$ cat src/hdl/engine_valve_phase_sequencer_assert.svh
// ----------------------------------------------------------------------------
// Engine valve phase sequencer assertion macros
// Concurrent assertion shorthands clocked on clk and disabled during rst_n.
// ----------------------------------------------------------------------------
`ifndef ENGINE_VALVE_PHASE_SEQUENCER_ASSERT_SVH
`define ENGINE_VALVE_PHASE_SEQUENCER_ASSERT_SVH

// The consequent must hold in the same cycle as the antecedent.
`define EVPS_ASSERT_SAME(label, ante, cons, msg) \
    label: assert property (@(posedge clk) disable iff (!rst_n) (ante) |-> (cons)) \
        else $error(msg);

// The consequent must hold in the cycle after the antecedent.
`define EVPS_ASSERT_NEXT(label, ante, cons, msg) \
    label: assert property (@(posedge clk) disable iff (!rst_n) (ante) |=> (cons)) \
        else $error(msg);

`endif

$ cat src/hdl/evps_pkg.sv
// ----------------------------------------------------------------------------
// Engine valve phase sequencer package
// Shared types, register map and phase and request codes.
// ----------------------------------------------------------------------------
`default_nettype none

package evps_pkg;

    localparam int TICK_W   = 10;
    localparam int PRES_W   = 24;
    localparam int MS_W     = 16;
    localparam int REOPEN_W = 24;
    localparam int PULSE_W  = MS_W + 1;
    localparam int ADDR_W   = 5;
    localparam int DATA_W   = 32;

    typedef enum logic [3:0] {
        RT_NONE      = 4'b0001,
        RT_PRELAUNCH = 4'b0010,
        RT_BURN      = 4'b0100,
        RT_POSTBURN  = 4'b1000
    } routine_t;

    localparam logic [2:0] PH_PRELAUNCH = 3'd0;
    localparam logic [2:0] PH_BURN      = 3'd1;
    localparam logic [2:0] PH_COAST     = 3'd2;
    localparam logic [2:0] PH_DROGUE    = 3'd3;
    localparam logic [2:0] PH_MAIN      = 3'd4;

    localparam logic [1:0] REQ_NONE  = 2'd0;
    localparam logic [1:0] REQ_BURN  = 2'd1;
    localparam logic [1:0] REQ_COAST = 2'd2;

    localparam logic [2:0] REG_TICK_MS        = 3'd0;
    localparam logic [2:0] REG_MAX_PRESSURE   = 3'd1;
    localparam logic [2:0] REG_VENT_OPEN_MS   = 3'd2;
    localparam logic [2:0] REG_VENT_CLOSED_MS = 3'd3;
    localparam logic [2:0] REG_BURN_MS        = 3'd4;
    localparam logic [2:0] REG_REOPEN_MS      = 3'd5;

    localparam logic [TICK_W-1:0]   RST_TICK_MS        = 10'd50;
    localparam logic [PRES_W-1:0]   RST_MAX_PRESSURE   = 24'd820000;
    localparam logic [MS_W-1:0]     RST_VENT_OPEN_MS   = 16'd1000;
    localparam logic [MS_W-1:0]     RST_VENT_CLOSED_MS = 16'd1000;
    localparam logic [MS_W-1:0]     RST_BURN_MS        = 16'd11000;
    localparam logic [REOPEN_W-1:0] RST_REOPEN_MS      = 24'd1200000;

    typedef struct packed {
        logic [TICK_W-1:0]   tick_ms;
        logic [PRES_W-1:0]   vent_threshold;
        logic [MS_W-1:0]     vent_open_ms;
        logic [MS_W-1:0]     vent_closed_ms;
        logic [MS_W-1:0]     burn_ms;
        logic [REOPEN_W-1:0] reopen_ms;
    } cfg_t;

    typedef struct packed {
        logic [2:0]        flight_phase;
        logic              pressure_valid;
        logic [PRES_W-1:0] tank_pressure;
        logic              launch_cmd;
    } item_t;

    typedef struct packed {
        logic       inject_open;
        logic       vent_open;
        logic [1:0] phase_request;
    } result_t;

endpackage

`default_nettype wire

$ cat src/hdl/evps_cfg_regs.sv
// ----------------------------------------------------------------------------
// Engine valve phase sequencer configuration registers
// APB-style register file holding the timing and pressure settings.
// ----------------------------------------------------------------------------
`default_nettype none

module evps_cfg_regs (
    input  wire logic                       clk,
    input  wire logic                       rst_n,
    input  wire logic                       psel,
    input  wire logic                       penable,
    input  wire logic                       pwrite,
    input  wire logic [evps_pkg::ADDR_W-1:0] paddr,
    input  wire logic [evps_pkg::DATA_W-1:0] pwdata,
    output logic      [evps_pkg::DATA_W-1:0] prdata,
    output logic                            pready,
    output evps_pkg::cfg_t                  cfg
);
    import evps_pkg::*;

    cfg_t       cfg_reg;
    logic       wr_en;
    logic [2:0] reg_index;

    assign pready    = 1'b1;
    assign wr_en     = psel && penable && pwrite;
    assign reg_index = paddr[ADDR_W-1:2];
    assign cfg       = cfg_reg;

    always_ff @(posedge clk or negedge rst_n)
    begin
        if (!rst_n)
        begin
            cfg_reg.tick_ms           <= RST_TICK_MS;
            cfg_reg.vent_threshold    <= RST_MAX_PRESSURE;
            cfg_reg.vent_open_ms      <= RST_VENT_OPEN_MS;
            cfg_reg.vent_closed_ms    <= RST_VENT_CLOSED_MS;
            cfg_reg.burn_ms           <= RST_BURN_MS;
            cfg_reg.reopen_ms         <= RST_REOPEN_MS;
        end
        else if (wr_en)
        begin
            case (reg_index)
                REG_TICK_MS:        cfg_reg.tick_ms           <= pwdata[TICK_W-1:0];
                REG_MAX_PRESSURE:   cfg_reg.vent_threshold    <= pwdata[PRES_W-1:0];
                REG_VENT_OPEN_MS:   cfg_reg.vent_open_ms      <= pwdata[MS_W-1:0];
                REG_VENT_CLOSED_MS: cfg_reg.vent_closed_ms    <= pwdata[MS_W-1:0];
                REG_BURN_MS:        cfg_reg.burn_ms           <= pwdata[MS_W-1:0];
                REG_REOPEN_MS:      cfg_reg.reopen_ms         <= pwdata[REOPEN_W-1:0];
                default:            ;
            endcase
        end
    end

    always_comb
    begin
        case (reg_index)
            REG_TICK_MS:
                prdata = {{(DATA_W-TICK_W){1'b0}}, cfg_reg.tick_ms};
            REG_MAX_PRESSURE:
                prdata = {{(DATA_W-PRES_W){1'b0}}, cfg_reg.vent_threshold};
            REG_VENT_OPEN_MS:
                prdata = {{(DATA_W-MS_W){1'b0}}, cfg_reg.vent_open_ms};
            REG_VENT_CLOSED_MS:
                prdata = {{(DATA_W-MS_W){1'b0}}, cfg_reg.vent_closed_ms};
            REG_BURN_MS:
                prdata = {{(DATA_W-MS_W){1'b0}}, cfg_reg.burn_ms};
            REG_REOPEN_MS:
                prdata = {{(DATA_W-REOPEN_W){1'b0}}, cfg_reg.reopen_ms};
            default:
                prdata = '0;
        endcase
    end

endmodule

`default_nettype wire

$ cat src/hdl/evps_core.sv
// ----------------------------------------------------------------------------
// Engine valve phase sequencer core
// Routine state, timers and valve drive, advanced by one tick per step.
// ----------------------------------------------------------------------------
`default_nettype none

module evps_core (
    input  wire logic           clk,
    input  wire logic           rst_n,
    input  wire logic           step,
    input  wire evps_pkg::item_t item,
    input  wire evps_pkg::cfg_t  cfg,
    output evps_pkg::result_t   result
);
    import evps_pkg::*;

    routine_t              routine_reg, routine_next;
    logic                  held_valid_reg, held_valid_next;
    logic [PRES_W-1:0]     held_pressure_reg, held_pressure_next;
    logic [PULSE_W-1:0]    vent_timer_reg, vent_timer_next;
    logic [MS_W-1:0]       burn_elapsed_reg, burn_elapsed_next;
    logic [REOPEN_W-1:0]   postburn_elapsed_reg, postburn_elapsed_next;
    logic                  inject_reg, inject_next;
    logic                  vent_reg, vent_next;
    logic [1:0]            request;

    logic [MS_W:0]         burn_sum;
    logic [REOPEN_W:0]     post_base;
    logic [REOPEN_W:0]     post_sum;
    logic [PULSE_W-1:0]    pulse_len;
    logic [PULSE_W-1:0]    tick_ext;
    logic                  is_postburn_phase;

    assign burn_sum  = {1'b0, burn_elapsed_reg} + {{(MS_W+1-TICK_W){1'b0}}, cfg.tick_ms};
    assign post_base = (routine_reg == RT_POSTBURN) ? {1'b0, postburn_elapsed_reg} : '0;
    assign post_sum  = post_base + {{(REOPEN_W+1-TICK_W){1'b0}}, cfg.tick_ms};
    assign pulse_len = {1'b0, cfg.vent_closed_ms} + {1'b0, cfg.vent_open_ms};
    assign tick_ext  = {{(PULSE_W-TICK_W){1'b0}}, cfg.tick_ms};

    assign is_postburn_phase = (item.flight_phase == PH_COAST)
                            || (item.flight_phase == PH_DROGUE)
                            || (item.flight_phase == PH_MAIN);

    always_comb
    begin
        routine_next          = routine_reg;
        held_valid_next       = held_valid_reg;
        held_pressure_next    = held_pressure_reg;
        vent_timer_next       = vent_timer_reg;
        burn_elapsed_next     = burn_elapsed_reg;
        postburn_elapsed_next = postburn_elapsed_reg;
        inject_next           = inject_reg;
        vent_next             = vent_reg;
        request               = REQ_NONE;

        if (routine_reg == RT_BURN)
        begin
            burn_elapsed_next = burn_sum[MS_W] ? {MS_W{1'b1}} : burn_sum[MS_W-1:0];
        end
        else if (item.flight_phase == PH_PRELAUNCH)
        begin
            // A fresh entry forgets the held reading and any pulse in progress.
            if (routine_reg != RT_PRELAUNCH)
            begin
                routine_next    = RT_PRELAUNCH;
                held_valid_next = 1'b0;
                vent_timer_next = '0;
                inject_next     = 1'b0;
            end
            if (vent_timer_next == '0)
            begin
                if (item.pressure_valid)
                begin
                    held_valid_next    = 1'b1;
                    held_pressure_next = item.tank_pressure;
                end
                if (held_valid_next && (held_pressure_next > cfg.vent_threshold))
                begin
                    vent_timer_next = pulse_len;
                end
            end
            if (vent_timer_next != '0)
            begin
                vent_next = (vent_timer_next > {1'b0, cfg.vent_closed_ms});
                // The pulse ends once the remaining time reaches or passes zero.
                vent_timer_next = (vent_timer_next > tick_ext) ? vent_timer_next - tick_ext
                                                               : '0;
            end
            request = item.launch_cmd ? REQ_BURN : REQ_NONE;
        end
        else if (item.flight_phase == PH_BURN)
        begin
            routine_next      = RT_BURN;
            vent_next         = 1'b0;
            inject_next       = 1'b1;
            burn_elapsed_next = '0;
        end
        else if (is_postburn_phase)
        begin
            routine_next          = RT_POSTBURN;
            postburn_elapsed_next = post_sum[REOPEN_W] ? {REOPEN_W{1'b1}}
                                                       : post_sum[REOPEN_W-1:0];
            inject_next           = (postburn_elapsed_next >= cfg.reopen_ms);
        end
        else
        begin
            routine_next = RT_NONE;
        end

        if ((routine_next == RT_BURN) && (burn_elapsed_next >= cfg.burn_ms))
        begin
            request      = REQ_COAST;
            routine_next = RT_NONE;
        end
    end

    assign result.inject_open   = inject_next;
    assign result.vent_open     = vent_next;
    assign result.phase_request = request;

    always_ff @(posedge clk or negedge rst_n)
    begin
        if (!rst_n)
        begin
            routine_reg          <= RT_NONE;
            held_valid_reg       <= 1'b0;
            vent_timer_reg       <= '0;
            burn_elapsed_reg     <= '0;
            postburn_elapsed_reg <= '0;
            inject_reg           <= 1'b0;
            vent_reg             <= 1'b0;
        end
        else if (step)
        begin
            routine_reg          <= routine_next;
            held_valid_reg       <= held_valid_next;
            vent_timer_reg       <= vent_timer_next;
            burn_elapsed_reg     <= burn_elapsed_next;
            postburn_elapsed_reg <= postburn_elapsed_next;
            inject_reg           <= inject_next;
            vent_reg             <= vent_next;
        end
    end

    always_ff @(posedge clk)
    begin
        if (step)
        begin
            held_pressure_reg <= held_pressure_next;
        end
    end

`include "engine_valve_phase_sequencer_assert.svh"

    `EVPS_ASSERT_SAME(a_burn_valves, routine_reg == RT_BURN, inject_reg && !vent_reg, "burn routine without injection open and vent closed")
    `EVPS_ASSERT_SAME(a_pulse_needs_reading, vent_timer_reg != '0, held_valid_reg, "vent pulse running without a held pressure reading")
    `EVPS_ASSERT_SAME(a_coast_after_burn, step && (request == REQ_COAST), inject_next && !vent_next, "coast requested with the valves not in burn drive")
    `EVPS_ASSERT_NEXT(a_burn_exit, step && (routine_reg == RT_BURN), (routine_reg == RT_BURN) || (routine_reg == RT_NONE), "burn routine left to a routine other than none")

endmodule

`default_nettype wire

$ cat src/hdl/engine_valve_phase_sequencer.sv
// ----------------------------------------------------------------------------
// Engine valve phase sequencer
// Drives the injection and vent valves from flight phase ticks.
// ----------------------------------------------------------------------------
// One request is one time tick. The block takes a tick in every clock cycle
// while the core is not stalled; each tick is captured in an input register,
// evaluated by the core when it steps and held in a result register until it
// is taken. The core only stalls when the result register is full and not
// being read. Configuration registers sit on the APB port at byte addresses
// 4*i and should only be written while no tick is in flight.
`default_nettype none

module engine_valve_phase_sequencer (
    input  wire logic                          clk,
    input  wire logic                          rst_n,
    input  wire logic                          psel,
    input  wire logic                          penable,
    input  wire logic                          pwrite,
    input  wire logic [evps_pkg::ADDR_W-1:0]   paddr,
    input  wire logic [evps_pkg::DATA_W-1:0]   pwdata,
    output logic      [evps_pkg::DATA_W-1:0]   prdata,
    output logic                               pready,
    input  wire logic                          item_valid,
    output logic                               item_ready,
    input  wire logic [2:0]                    flight_phase,
    input  wire logic                          pressure_valid,
    input  wire logic [evps_pkg::PRES_W-1:0]   tank_pressure,
    input  wire logic                          launch_cmd,
    output logic                               result_valid,
    input  wire logic                          result_ready,
    output logic                               inject_open,
    output logic                               vent_open,
    output logic [1:0]                         phase_request
);
    import evps_pkg::*;

    cfg_t    cfg;
    item_t   item_reg;
    logic    in_valid_reg;
    result_t core_result;
    result_t result_reg;
    logic    out_valid_reg;
    logic    advance;
    logic    accept;

    evps_cfg_regs u_cfg (
        .clk     (clk),
        .rst_n   (rst_n),
        .psel    (psel),
        .penable (penable),
        .pwrite  (pwrite),
        .paddr   (paddr),
        .pwdata  (pwdata),
        .prdata  (prdata),
        .pready  (pready),
        .cfg     (cfg)
    );

    evps_core u_core (
        .clk    (clk),
        .rst_n  (rst_n),
        .step   (advance),
        .item   (item_reg),
        .cfg    (cfg),
        .result (core_result)
    );

    // The core steps when a tick is waiting and the result slot is free or draining.
    assign advance    = in_valid_reg && (!out_valid_reg || result_ready);
    assign item_ready = !in_valid_reg || advance;
    assign accept     = item_valid && item_ready;

    always_ff @(posedge clk or negedge rst_n)
    begin
        if (!rst_n)
        begin
            in_valid_reg  <= 1'b0;
            out_valid_reg <= 1'b0;
        end
        else
        begin
            if (accept)
            begin
                in_valid_reg <= 1'b1;
            end
            else if (advance)
            begin
                in_valid_reg <= 1'b0;
            end

            if (advance)
            begin
                out_valid_reg <= 1'b1;
            end
            else if (result_ready)
            begin
                out_valid_reg <= 1'b0;
            end
        end
    end

    always_ff @(posedge clk)
    begin
        if (accept)
        begin
            item_reg.flight_phase   <= flight_phase;
            item_reg.pressure_valid <= pressure_valid;
            item_reg.tank_pressure  <= tank_pressure;
            item_reg.launch_cmd     <= launch_cmd;
        end
        if (advance)
        begin
            result_reg <= core_result;
        end
    end

    assign result_valid  = out_valid_reg;
    assign inject_open   = result_reg.inject_open;
    assign vent_open     = result_reg.vent_open;
    assign phase_request = result_reg.phase_request;

`include "engine_valve_phase_sequencer_assert.svh"

    `EVPS_ASSERT_NEXT(a_accept_fills, accept, in_valid_reg, "accepted tick not held in the input register")
    `EVPS_ASSERT_NEXT(a_step_fills, advance, out_valid_reg, "core step did not produce a result")
    `EVPS_ASSERT_SAME(a_stall_cause, !item_ready, in_valid_reg && out_valid_reg && !result_ready, "input stalled while the pipeline can move")

endmodule

`default_nettype wire
$ cat config.mk
export PLATFORM = sky130hd
export DESIGN_NAME = engine_valve_phase_sequencer
export DESIGN_NICKNAME = d
export VERILOG_FILES = /design/src/hdl/evps_pkg.sv /design/src/hdl/evps_cfg_regs.sv /design/src/hdl/evps_core.sv /design/src/hdl/engine_valve_phase_sequencer.sv
export VERILOG_INCLUDE_DIRS = /design/src /design/src/hdl
export SDC_FILE = /design/constraint.sdc
export NUM_CORES = 1
export LEC_CHECK = 0
export BUFFER_PORTS_ARGS = -buffer_cell sky130_fd_sc_hd__buf_2
export CORE_MARGIN = 2
export CORE_UTILIZATION = 35
export CTS_CLUSTER_SIZE = 12
export DETAILED_ROUTE_END_ITERATION = 12
export PLACE_DENSITY = 0.61
export REMOVE_ABC_BUFFERS = 1
export SLEW_MARGIN = 20
export SYNTH_ARGS = -nofsm -noshare
export SYNTH_HDL_FRONTEND = slang
export SYNTH_SLANG_ARGS = --single-unit
$ cat constraint.sdc
create_clock -name clk -period 12.07 [get_ports clk]
set_input_delay 1.207 -clock clk [delete_from_list [all_inputs] [get_ports clk]]
set_output_delay 1.207 -clock clk [all_outputs]
set_load 0.02 [all_outputs]
**After elaboration in Yosys (flattened, before gate mapping)**

Cells that the tools add are included.

- Register bits after elaboration: 229
- Input port bits: 73
- Output and inout port bits: 39
- Word-level logic and storage cells: 125

- Add/sub/neg operators: 4
- $lt $le $gt $ge: 5
- Eq/ne operators: 13
- Muxes and demuxes: 48
- Bitwise logic cells: 3
- Reductions and logical operators: 28

Operators with widths:

| kind | count |
|---|---|
| 17-bit 2-to-1 mux | 9 |
| 24-bit 2-to-1 mux | 6 |
| 24-bit one-hot mux with 6 select lines | 1 |
| 16-bit 2-to-1 mux | 4 |
| 25-bit by 10-bit adder with 25-bit output | 1 |
| 24-bit >= comparator | 1 |
| 24-bit > comparator | 1 |
| 4-bit 2-to-1 mux | 6 |
| 1-bit 2-to-1 mux | 20 |
| 16-bit by 10-bit adder with 17-bit output | 1 |
| 16-bit by 16-bit adder with 17-bit output | 1 |
| 17-bit by 10-bit > comparator with 1-bit output | 1 |
| 17-bit by 16-bit > comparator with 1-bit output | 1 |
| 17-bit logical NOT | 1 |
| 17-bit nonzero test | 1 |
| 17-bit by 10-bit subtractor with 17-bit output | 1 |
| 16-bit >= comparator | 1 |
| 3-bit by 2-bit == test with 1-bit output (second input constant) | 4 |
| 2-bit AND reduction | 6 |
| 3-bit == test (second input constant) | 3 |
| 4-bit by 3-bit == test with 1-bit output (second input constant) | 2 |
| 3-bit by 1-bit == test with 1-bit output (second input constant) | 2 |
| 1-bit logical AND | 6 |
| 3-bit logical NOT | 2 |
| 11 further kinds | 19 |

**Depth between registers and ports, before layout**

Gate-level depths: netlist of the first run.

- Depth after elaboration: 18
- Mapped depth: 29
- Depth with buffers taken out: 24

**Cells and area by module**

From an unflattened synthesis of the first run, not the netlist that was laid out.

- Cells, all modules: 1487
- Area total of the unflattened synthesis: 15154.5 um^2

By module, submodules not included:

| module | instances | cells an instance | area each (um^2) | seq. area each (um^2) |
|---|---|---|---|---|
| evps_core | 1 | 1094 | 9082.5 | 2323.5 |
| evps_cfg_regs | 1 | 352 | 4977.3 | 2698.8 |
| engine_valve_phase_sequencer | 1 | 41 | 1094.8 | 1041.0 |

**Worst setup path after synthesis of the first run**

Ideal clock, no wire load.

- Kind: flip-flop to flip-flop
- Start: register u_core.routine_reg[2]
- End: register u_core.inject_reg
- Library setup time: 125 ps
- Arrival: 5614 ps
- Data required time: 11945 ps
- Path slack: 6332 ps
- Cell stages (with the launch flop): 30
- Buffers on the path: 5
- Clock period less this slack: 5738 ps
- Cell sequence: dfrtp_1 > nor4b_1 > clkbuf_1 > clkbuf_1 > and2_1 > ha_1 > fa_1 > a21o_1 > a21oi_2 > o21bai_2 > a21oi_2 > o21bai_2 > a21oi_2 > or3_1 > buf_4 > or4_4 > buf_6 > buf_2 > nand2_1 > ha_1 > a21o_1 > a21o_1 > a21oi_1 > nor2b_1 > o21ai_0 > nand2b_1 > a21oi_1 > nor2b_1 > o41a_1 > mux2_2

- Cells in the longest elaborated chain, start to end: 9
- Elaborated cells on any way between the ends: 12
- Classes of those cells: add/sub (1); order compare (1); eq/ne (3); mux (7)

RTL lines:

| what | RTL line | RTL |
|---|---|---|
| from (decl) | evps_core.sv:17 | `routine_t routine_reg, routine_next;` |
| from (signal assigned) | evps_core.sv:135 | `routine_reg <= routine_next;` |
| 4-bit == test | evps_core.sv:35 | `assign post_base = (routine_reg == RT_POSTBURN) ? {1'b0, postburn_elapsed_reg} : '0;` |
| 24-bit 2-to-1 mux | evps_core.sv:35 |  |
| 25-bit by 10-bit adder with 25-bit output | evps_core.sv:36 | `assign post_sum = post_base + {{(REOPEN_W+1-TICK_W){1'b0}}, cfg.tick_ms};` |
| 24-bit 2-to-1 mux | evps_core.sv:101 | `postburn_elapsed_next = post_sum[REOPEN_W] ? {REOPEN_W{1'b1}}` |
| 24-bit >= comparator | evps_core.sv:103 | `inject_next = (postburn_elapsed_next >= cfg.reopen_ms);` |
| 1-bit 2-to-1 mux | evps_core.sv:98 | `else if (is_postburn_phase)` |
| 1-bit 2-to-1 mux | evps_core.sv:91 | `else if (item.flight_phase == PH_BURN)` |
| 1-bit 2-to-1 mux | evps_core.sv:60 | `else if (item.flight_phase == PH_PRELAUNCH)` |
| 1-bit 2-to-1 mux * | evps_core.sv:56 | `if (routine_reg == RT_BURN)` |
| named net u_core.inject_next | evps_core.sv:23 | `logic inject_reg, inject_next;` |
| to (signal assigned) | evps_core.sv:140 | `inject_reg <= inject_next;` |
| to (decl) | evps_core.sv:23 |  |

Mark *: on every way through the listed nets, which the timed path passes. The rest lies on a longest branch.
A chain may end at the register's enable or synchronous reset.

**Worst setup path after layout of the first run**

Ends and elaborated chain as after synthesis.

==> flow_results.xml, run 1 <==
<?xml version="1.0" encoding="UTF-8"?>
<metrics>
  <group name="status">
    <metric name="status" unit="">finished clean</metric>
  </group>
  <group name="sta">
    <metric name="timing.final.setup_violations" unit="">0</metric>
    <metric name="timing_hold_violations_final" unit="">0</metric>
    <metric name="slew_headroom" unit="%">26.2</metric>
    <metric name="finalWorstPathRequiredPeriod" unit="ns">6.29</metric>
    <metric name="final.setup_skew" unit="ns">0.0130</metric>
    <metric name="worst-slew-pin-transition" unit="ns">1.10</metric>
    <metric name="slew_viol_final" unit="">0</metric>
    <metric name="setup_repair_after_global_routing_missed_its_margin" unit="">no</metric>
    <metric name="post-route-worst-setup-slack" unit="ns">5.78</metric>
    <metric name="fin_crit_sh" unit="%">52.1</metric>
    <metric name="totalNegativeSetupSlack" unit="ns">0</metric>
    <metric name="fmaxAchievable" unit="GHz">0.159</metric>
    <metric name="hold_slack" unit="ns">0.500</metric>
  </group>
  <group name="drt">
    <metric name="detail_route.wl_per_cell" unit="microns">18.3</metric>
    <metric name="first_pass_iters" unit="">6</metric>
    <metric name="num_vias" unit="">12200</metric>
    <metric name="detail_route_antenna_nets" unit="">0</metric>
    <metric name="wl" unit="mm">41.5</metric>
    <metric name="post-route-drc-count" unit="">0</metric>
    <metric name="vias_per_cell" unit="">5.36</metric>
    <metric name="drt-initial-drc-count" unit="">919</metric>
  </group>
  <group name="flow_run">
    <metric name="maxCapViolations" unit="">0</metric>
  </group>
  <group name="placement">
    <metric name="numPortBuffers" unit="">92</metric>
    <metric name="detailed_place.area" unit="sq um">16300</metric>
    <metric name="place.detailed.hpwl" unit="mm">31.2</metric>
    <metric name="dp_worst_setup_slack" unit="ns">5.75</metric>
    <metric name="finalWeightedCongestion" unit="">0.868</metric>
  </group>
  <group name="clock_tree">
    <metric name="clk-insertion-delay-late" unit="ns">0.57</metric>
    <metric name="clock-root-buffer" unit="">clkbuf_16</metric>
    <metric name="cts.sinks" unit="">229</metric>
    <metric name="post_cts_resized" unit="">0</metric>
    <metric name="cts_hold_buf" unit="">0</metric>
    <metric name="cts-buffers-inserted" unit="">28</metric>
    <metric name="h-tree-depth" unit="">1</metric>
    <metric name="tritoncts_clock_tree" unit="">built</metric>
    <metric name="cts.clk_slew.worst_paths" unit="ns">0.06</metric>
    <metric name="cts_post_setup_buffers_inserted" unit="">0</metric>
    <metric name="clockBufferDepth" unit="">3</metric>
  </group>
  <group name="synthesis">
    <metric name="ys.flop_type" unit="">dfrtp_1</metric>
    <metric name="ys.warnings.count" unit="">0</metric>
    <metric name="netlist.top_cell.by_area" unit="">dfrtp_1</metric>
    <metric name="yosysMostFrequentCell" unit="">nand2_1</metric>
    <metric name="syn-cell-area" unit="sq um">15300</metric>
    <metric name="postSynth.asyncResetShare" unit="%">75.1</metric>
    <metric name="synth_simple_gate_area_share" unit="%">13.6</metric>
    <metric name="synth_sequential_area_ratio" unit="%">39.6</metric>
    <metric name="synth.distinct_cells" unit="">95</metric>
    <metric name="synth_largest_type_area_fraction" unit="%">21.9</metric>
    <metric name="post_synth_main_area_contributors" unit="">dfrtp_1, edfxtp_1, ha_1</metric>
    <metric name="post_synth_mux_area_share" unit="%">8.87</metric>
    <metric name="synthXorXnorAreaFrac" unit="%">2.23</metric>
    <metric name="dominant_combinational_cell_family_by_area_after_synthesis" unit="">compound AO/OA/AOI/OAI gates</metric>
    <metric name="synth.avg_cell_area" unit="sq um">9.57</metric>
    <metric name="synth_fa_ha_area_share" unit="%">10.8</metric>
    <metric name="synthCells" unit="">1601</metric>
    <metric name="post_synth_edffs" unit="">57</metric>
    <metric name="synth_seq_cells" unit="">229</metric>
    <metric name="share_of_the_synthesized_area_in_compound_gates_ao_oa_aoi_oai" unit="%">19.2</metric>
    <metric name="top_post_synthesis_cells_by_count" unit="">nand2_1, o21ai_0, dfrtp_1, inv_1, ha_1</metric>
  </group>
  <group name="die">
    <metric name="floorplan.io_pins" unit="">112</metric>
    <metric name="core.rowCount" unit="">76</metric>
    <metric name="placeableCoreArea" unit="sq um">43200</metric>
    <metric name="initial_core_util" unit="%">35.5</metric>
    <metric name="die_y" unit="microns">213</metric>
    <metric name="die_w" unit="microns">213</metric>
    <metric name="fp.dieArea" unit="sq um">45500</metric>
  </group>
  <group name="worst_setup_path">
    <metric name="worstSetupEndpointType" unit="">register</metric>
    <metric name="worst_path_most_repeated_cell" unit="">a21o_1</metric>
    <metric name="worstSetupPathType" unit="">reg -&gt; reg</metric>
    <metric name="worstPathRequired" unit="ns">12.52</metric>
    <metric name="worst-path-max-fanout" unit="">29</metric>
    <metric name="cp_startpoint_kind" unit="">register</metric>
    <metric name="worst-path-buf-inv" unit="">1</metric>
    <metric name="worst_path_max_delay_cell" unit="">nor4_4</metric>
    <metric name="top_family_by_delay_on_critical_path" unit="">compound AO/OA/AOI/OAI gates</metric>
    <metric name="timing.critical_path.arrival" unit="ns">6.74</metric>
    <metric name="critPathMaxStageDelay" unit="ns">0.80</metric>
  </group>
  <group name="global_routing">
    <metric name="vias_in_the_first_global_route" unit="">11800</metric>
    <metric name="wire_length_of_the_first_global_routing_pass" unit="mm">65.5</metric>
    <metric name="grt_max_degree" unit="">107</metric>
    <metric name="gr-usage-all-layers" unit="%">18.4</metric>
    <metric name="grt_antenna_before_repair" unit="">1</metric>
    <metric name="grt.overflow.total" unit="">0</metric>
  </group>
  <group name="cells_and_area">
    <metric name="num-nets-final" unit="">1864</metric>
    <metric name="areaGrowthSynthToFinish" unit="%">12.3</metric>
    <metric name="final_area" unit="sq um">17200</metric>
    <metric name="largest_register_ffs" unit="">106</metric>
    <metric name="drive_above_1_share" unit="%">19.1</metric>
  </group>
  <group name="pwr">
    <metric name="irDropWorstVdd" unit="mV">0.115</metric>
    <metric name="power-per-cell-area" unit="nW/um^2">179</metric>
    <metric name="total_leakage_power" unit="nW">7.73</metric>
  </group>
  <group name="hold_path">
    <metric name="worstHoldPathType" unit="">reg -&gt; reg</metric>
  </group>
</metrics>
[metal layers]
| layer | vias to the layer above | GRT usage, % | part of all wire (%) |
|---|---|---|---|
| met5 | - | 0 | 0 |
| met4 | 0 | 4.89 | 2.5 |
| met3 | 62 | 2.41 | 4.2 |
| met2 | 279 | 31.2 | 49 |
| met1 | 5895 | 24.8 | 45 |
| li1 | 5916 | - | - |
[cell type report]
class	instances	area, sq um
diodes	1	2.50
clock buffers	43	818
clock inverters	9	73.8
fillers	4348	26000
inverters	129	484
multi-input cells	1166	8460
flip-flops and latches	229	6060
well taps	585	732
repair buffers	107	582
[cells by family after synthesis]
logic type / after synthesis
AOI/OAI and AO/OA: 441
muxes: 122
buffers and inverters: 213
adders and majority gates: 130
other: 2
xor gates and xnor gates: 39
and+or+nand+nor: 425
DFF: 229
[placed cells by master (no fill, tap or decap), drive strengths merged, types with 6 or more instances in the layout]
cell | Yosys | final
a211oi | 11 | 11
a21o | 36 | 36
a21oi | 82 | 82
a22o | 21 | 21
a22oi | 16 | 16
a31oi | 27 | 27
and2 | 24 | 24
and3 | 9 | 9
buf | 31 | 106
clkbuf | 53 | 44
clkinv | 0 | 7
conb | 2 | 9
dfrtp | 134 | 134
dfstp | 38 | 38
edfxtp | 57 | 57
ha | 126 | 126
inv | 129 | 130
mux2 | 91 | 91
mux2i | 29 | 29
nand2 | 165 | 165
nand2b | 13 | 13
nand3 | 33 | 33
nand4 | 16 | 16
nor2 | 78 | 78
nor2b | 17 | 17
nor3 | 28 | 28
nor4 | 11 | 11
o211ai | 8 | 8
o21a | 16 | 16
o21ai | 137 | 137
o21bai | 6 | 6
o221ai | 8 | 8
o22ai | 17 | 17
or3 | 11 | 11
xnor2 | 23 | 23
xor2 | 16 | 16
[per-stage QoR]
step	power, mW	cells	util [%]
CTS	3.11	2268	39.9
floorplan	1.92	1524	-
detailed placement	2.26	2216	37.8
global placement	2.23	2216	37.8
global route	3.30	2268	39.9
finish	3.09	2269	39.9
[worst register-to-register path, stage by stage, from the launching register on]
cell and delay [ns]:
dfrtp_1 0.46, nor4b_2 0.29, buf_4 0.34, and2_1 0.19
ha_1 0.18, fa_1 0.21, a21o_1 0.14, a21oi_2 0.08
o21bai_2 0.16, a21oi_2 0.10, o21bai_2 0.20, a21oi_2 0.13
or3_1 0.56, nor4_4 0.80, nor2_1 0.17, ha_1 0.31
nand2b_1 0.14, a21o_1 0.17, a21o_1 0.17, a21o_1 0.18
a21oi_1 0.16, nor2b_1 0.06, o21ai_0 0.18, a2111oi_0 0.18
o41a_1 0.35, mux2_2 0.26
[worst paths after layout]
check                                               startpoint                        endpoint  slack, ns  cells after the start
worst max-delay path                     u_core.routine_reg[2]               u_core.inject_reg       5.78                     25
worst min-delay path            u_core.postburn_elapsed_reg[1]  u_core.postburn_elapsed_reg[1]       0.50                      1
worst max register to register           u_core.routine_reg[2]               u_core.inject_reg       5.78                     25
worst min register to register  u_core.postburn_elapsed_reg[1]  u_core.postburn_elapsed_reg[1]       0.50                      1
max in group asynchronous                                rst_n                   u_cfg.cfg[67]       9.78                      2
min in group asynchronous                                rst_n                   u_cfg.cfg[94]       0.76                      1
[power breakdown]
| group | total [mW] | internal [mW] | leakage, nW | switching (mW) |
|---|---|---|---|---|
| sequential | 1.09 | 0.962 | 2.62 | 0.123 |
| combinational | 1.17 | 0.490 | 4.66 | 0.681 |
| clock | 0.833 | 0.486 | 0.444 | 0.347 |
| total | 3.09 | 1.94 | 7.73 | 1.15 |
No activity file was read; power rests on OpenSTA's default activity.
==> run 2, diff against run 1 <==
==> constraint.sdc (replaced) <==
create_clock -name clk -period 6.1 [get_ports clk]
set_input_delay 0.61 -clock clk [delete_from_list [all_inputs] [get_ports clk]]
set_output_delay 0.61 -clock clk [all_outputs]
set_load 0.02 [all_outputs]
==> flow_results.xml, run 2 (synthesis results as in run 1) <==
<?xml version="1.0" encoding="UTF-8"?>
<metrics>
  <group name="status">
    <metric name="status" unit="">finished clean</metric>
  </group>
  <group name="worst_setup_path">
    <metric name="r2r_slack" unit="ns">0.47</metric>
    <metric name="worstPathRequired" unit="ns">6.59</metric>
    <metric name="cp_startpoint_kind" unit="">register</metric>
    <metric name="worst-path-max-fanout" unit="">13</metric>
    <metric name="timing.critical_path.arrival" unit="ns">6.12</metric>
    <metric name="worstSetupPathType" unit="">reg -&gt; reg</metric>
    <metric name="worstSetupEndpointType" unit="">register</metric>
  </group>
  <group name="clock_tree">
    <metric name="tritoncts_clock_tree" unit="">built</metric>
    <metric name="clk-insertion-delay-late" unit="ns">0.56</metric>
    <metric name="cts.sinks" unit="">229</metric>
    <metric name="cts_hold_buf" unit="">0</metric>
    <metric name="cts-buffers-inserted" unit="">28</metric>
    <metric name="clock-root-buffer" unit="">clkbuf_16</metric>
    <metric name="h-tree-depth" unit="">1</metric>
    <metric name="cts_post_setup_buffers_inserted" unit="">0</metric>
    <metric name="clockBufferDepth" unit="">3</metric>
    <metric name="post_cts_resized" unit="">0</metric>
    <metric name="cts.clk_slew.worst_paths" unit="ns">0.06</metric>
  </group>
  <group name="sta">
    <metric name="setup_repair_after_global_routing_missed_its_margin" unit="">no</metric>
    <metric name="fin_crit_sh" unit="%">92.3</metric>
    <metric name="timing.final.setup_violations" unit="">0</metric>
    <metric name="slew_headroom" unit="%">26.5</metric>
    <metric name="slew_viol_final" unit="">0</metric>
    <metric name="finalWorstPathRequiredPeriod" unit="ns">5.63</metric>
    <metric name="fmaxAchievable" unit="GHz">0.178</metric>
    <metric name="final.setup_skew" unit="ns">0.0189</metric>
    <metric name="worst-slew-pin-transition" unit="ns">1.09</metric>
    <metric name="timing_hold_violations_final" unit="">0</metric>
  </group>
  <group name="cells_and_area">
    <metric name="finalCoreUtilization" unit="%">40.2</metric>
    <metric name="areaGrowthSynthToFinish" unit="%">13.2</metric>
    <metric name="num-nets-final" unit="">1876</metric>
    <metric name="layout.cells.most_common_list" unit="">nand2_1, o21ai_0, dfrtp_1, inv_1, ha_1</metric>
    <metric name="drive_above_1_share" unit="%">19.9</metric>
    <metric name="mostFrequentLayoutCell" unit="">nand2_1</metric>
    <metric name="largest_register_ffs" unit="">106</metric>
  </group>
  <group name="drt">
    <metric name="detail_route_antenna_nets" unit="">0</metric>
    <metric name="wl" unit="mm">41.9</metric>
    <metric name="vias_per_cell" unit="">5.35</metric>
    <metric name="detail_route.wl_per_cell" unit="microns">18.4</metric>
    <metric name="drt-initial-drc-count" unit="">797</metric>
    <metric name="post-route-drc-count" unit="">0</metric>
    <metric name="first_pass_iters" unit="">5</metric>
    <metric name="num_vias" unit="">12200</metric>
  </group>
  <group name="placement">
    <metric name="numPortBuffers" unit="">92</metric>
    <metric name="place.detailed.hpwl" unit="mm">31.8</metric>
    <metric name="finalWeightedCongestion" unit="">0.868</metric>
  </group>
  <group name="global_routing">
    <metric name="grt_max_degree" unit="">82</metric>
    <metric name="wire_length_of_the_first_global_routing_pass" unit="mm">66.6</metric>
    <metric name="grt.overflow.total" unit="">0</metric>
    <metric name="vias_in_the_first_global_route" unit="">12200</metric>
    <metric name="gr-usage-all-layers" unit="%">18.6</metric>
    <metric name="grt_antenna_before_repair" unit="">3</metric>
  </group>
  <group name="pwr">
    <metric name="power-per-cell-area" unit="nW/um^2">356</metric>
    <metric name="total_leakage_power" unit="nW">7.80</metric>
    <metric name="total_power" unit="mW">6.18</metric>
    <metric name="irDropWorstVdd" unit="mV">0.224</metric>
  </group>
  <group name="die">
    <metric name="placeableCoreArea" unit="sq um">43200</metric>
    <metric name="die_w" unit="microns">213</metric>
    <metric name="die_y" unit="microns">213</metric>
    <metric name="fp.dieArea" unit="sq um">45500</metric>
    <metric name="initial_core_util" unit="%">35.5</metric>
    <metric name="core.rowCount" unit="">76</metric>
    <metric name="floorplan.io_pins" unit="">112</metric>
  </group>
  <group name="hold_path">
    <metric name="worstHoldPathType" unit="">in -&gt; async</metric>
  </group>
  <group name="flow_run">
    <metric name="maxCapViolations" unit="">0</metric>
  </group>
</metrics>
==> run 2: cell count changes in the layout (fill, tap and decap cells not counted), sizes merged <==
cell,delta
inv,-1
clkinv,+6
diode,+3
clkbuf,-9
buf,+13
bufinv,+2
clkinvlp,+1
==> run 2: where the power goes <==
group / internal [mW] / switching (mW) / total (mW)
Combinational: 0.977 / 1.35 / 2.32
Sequential: 1.90 / 0.257 / 2.16
Clock: 1.01 / 0.684 / 1.69
Total: 3.89 / 2.29 / 6.18
==> run 2: worst paths after layout <==
kind                                                 from  depth (start not counted)                             end
setup / recovery                             item_reg[25]                         20        u_core.vent_timer_reg[7]
hold / removal                                      rst_n                          1                   u_cfg.cfg[22]
setup reg to reg                             item_reg[25]                         20        u_core.vent_timer_reg[7]
hold reg to reg            u_core.postburn_elapsed_reg[0]                          2  u_core.postburn_elapsed_reg[0]
max in group asynchronous                           rst_n                          2                   u_cfg.cfg[57]
min in group clk                               launch_cmd                          1                     item_reg[0]
==> run 2: critical path, cell delays in order, from the launching register on <==
cell	delay [ns]
edfxtp_1	0.74
buf_4	0.29
mux2_2	0.37
ha_1	0.29
a21oi_1	0.16
o221ai_1	0.14
a221o_1	0.37
nand2_1	0.13
a21oi_1	0.15
buf_4	0.19
a22o_1	0.20
ha_1	0.34
o21ai_0	0.14
a21boi_0	0.36
nor3_1	0.14
o211ai_1	0.22
nand2_1	0.18
a41oi_1	0.37
nor2b_1	0.19
o21a_1	0.38
a22o_1	0.20
==> run 2: metal layers <==
layer | global-route usage (%) | wire [microns] | vias up
li1 | - | - | 5929
met1 | 24.7 | 18800 | 5948
met2 | 32.2 | 20200 | 271
met3 | 2.38 | 1980 | 60
met4 | 4.67 | 908 | 2
met5 | 0 | 13 | -
==> run 2: stage by stage <==
stage          cell area [sq um]  hold WS (ns)  worst slack (ns)  TNS [ns]  std cells
2_1_floorplan              15000         0.314            -0.783     -1.45       1524
6_report                   17400         0.115             0.467         0       2284
5_1_grt                    17300         0.166            0.0815         0       2282
3_3_place_gp               16400         0.465             0.520         0       2228
4_1_cts                    17300         0.139             0.434         0       2280
3_5_place_dp               16400         0.479             0.486         0       2228
==> run 2: final cells by class <==
type | instances | area [sq um]
clock buffers | 35 | 758
fillers | 4348 | 25800
multi-input cells | 1166 | 8460
diodes | 4 | 10.0
clock inverters | 17 | 173
repair buffers | 119 | 669
inverters | 129 | 484
flip-flops and latches | 229 | 6060
well taps | 585 | 732
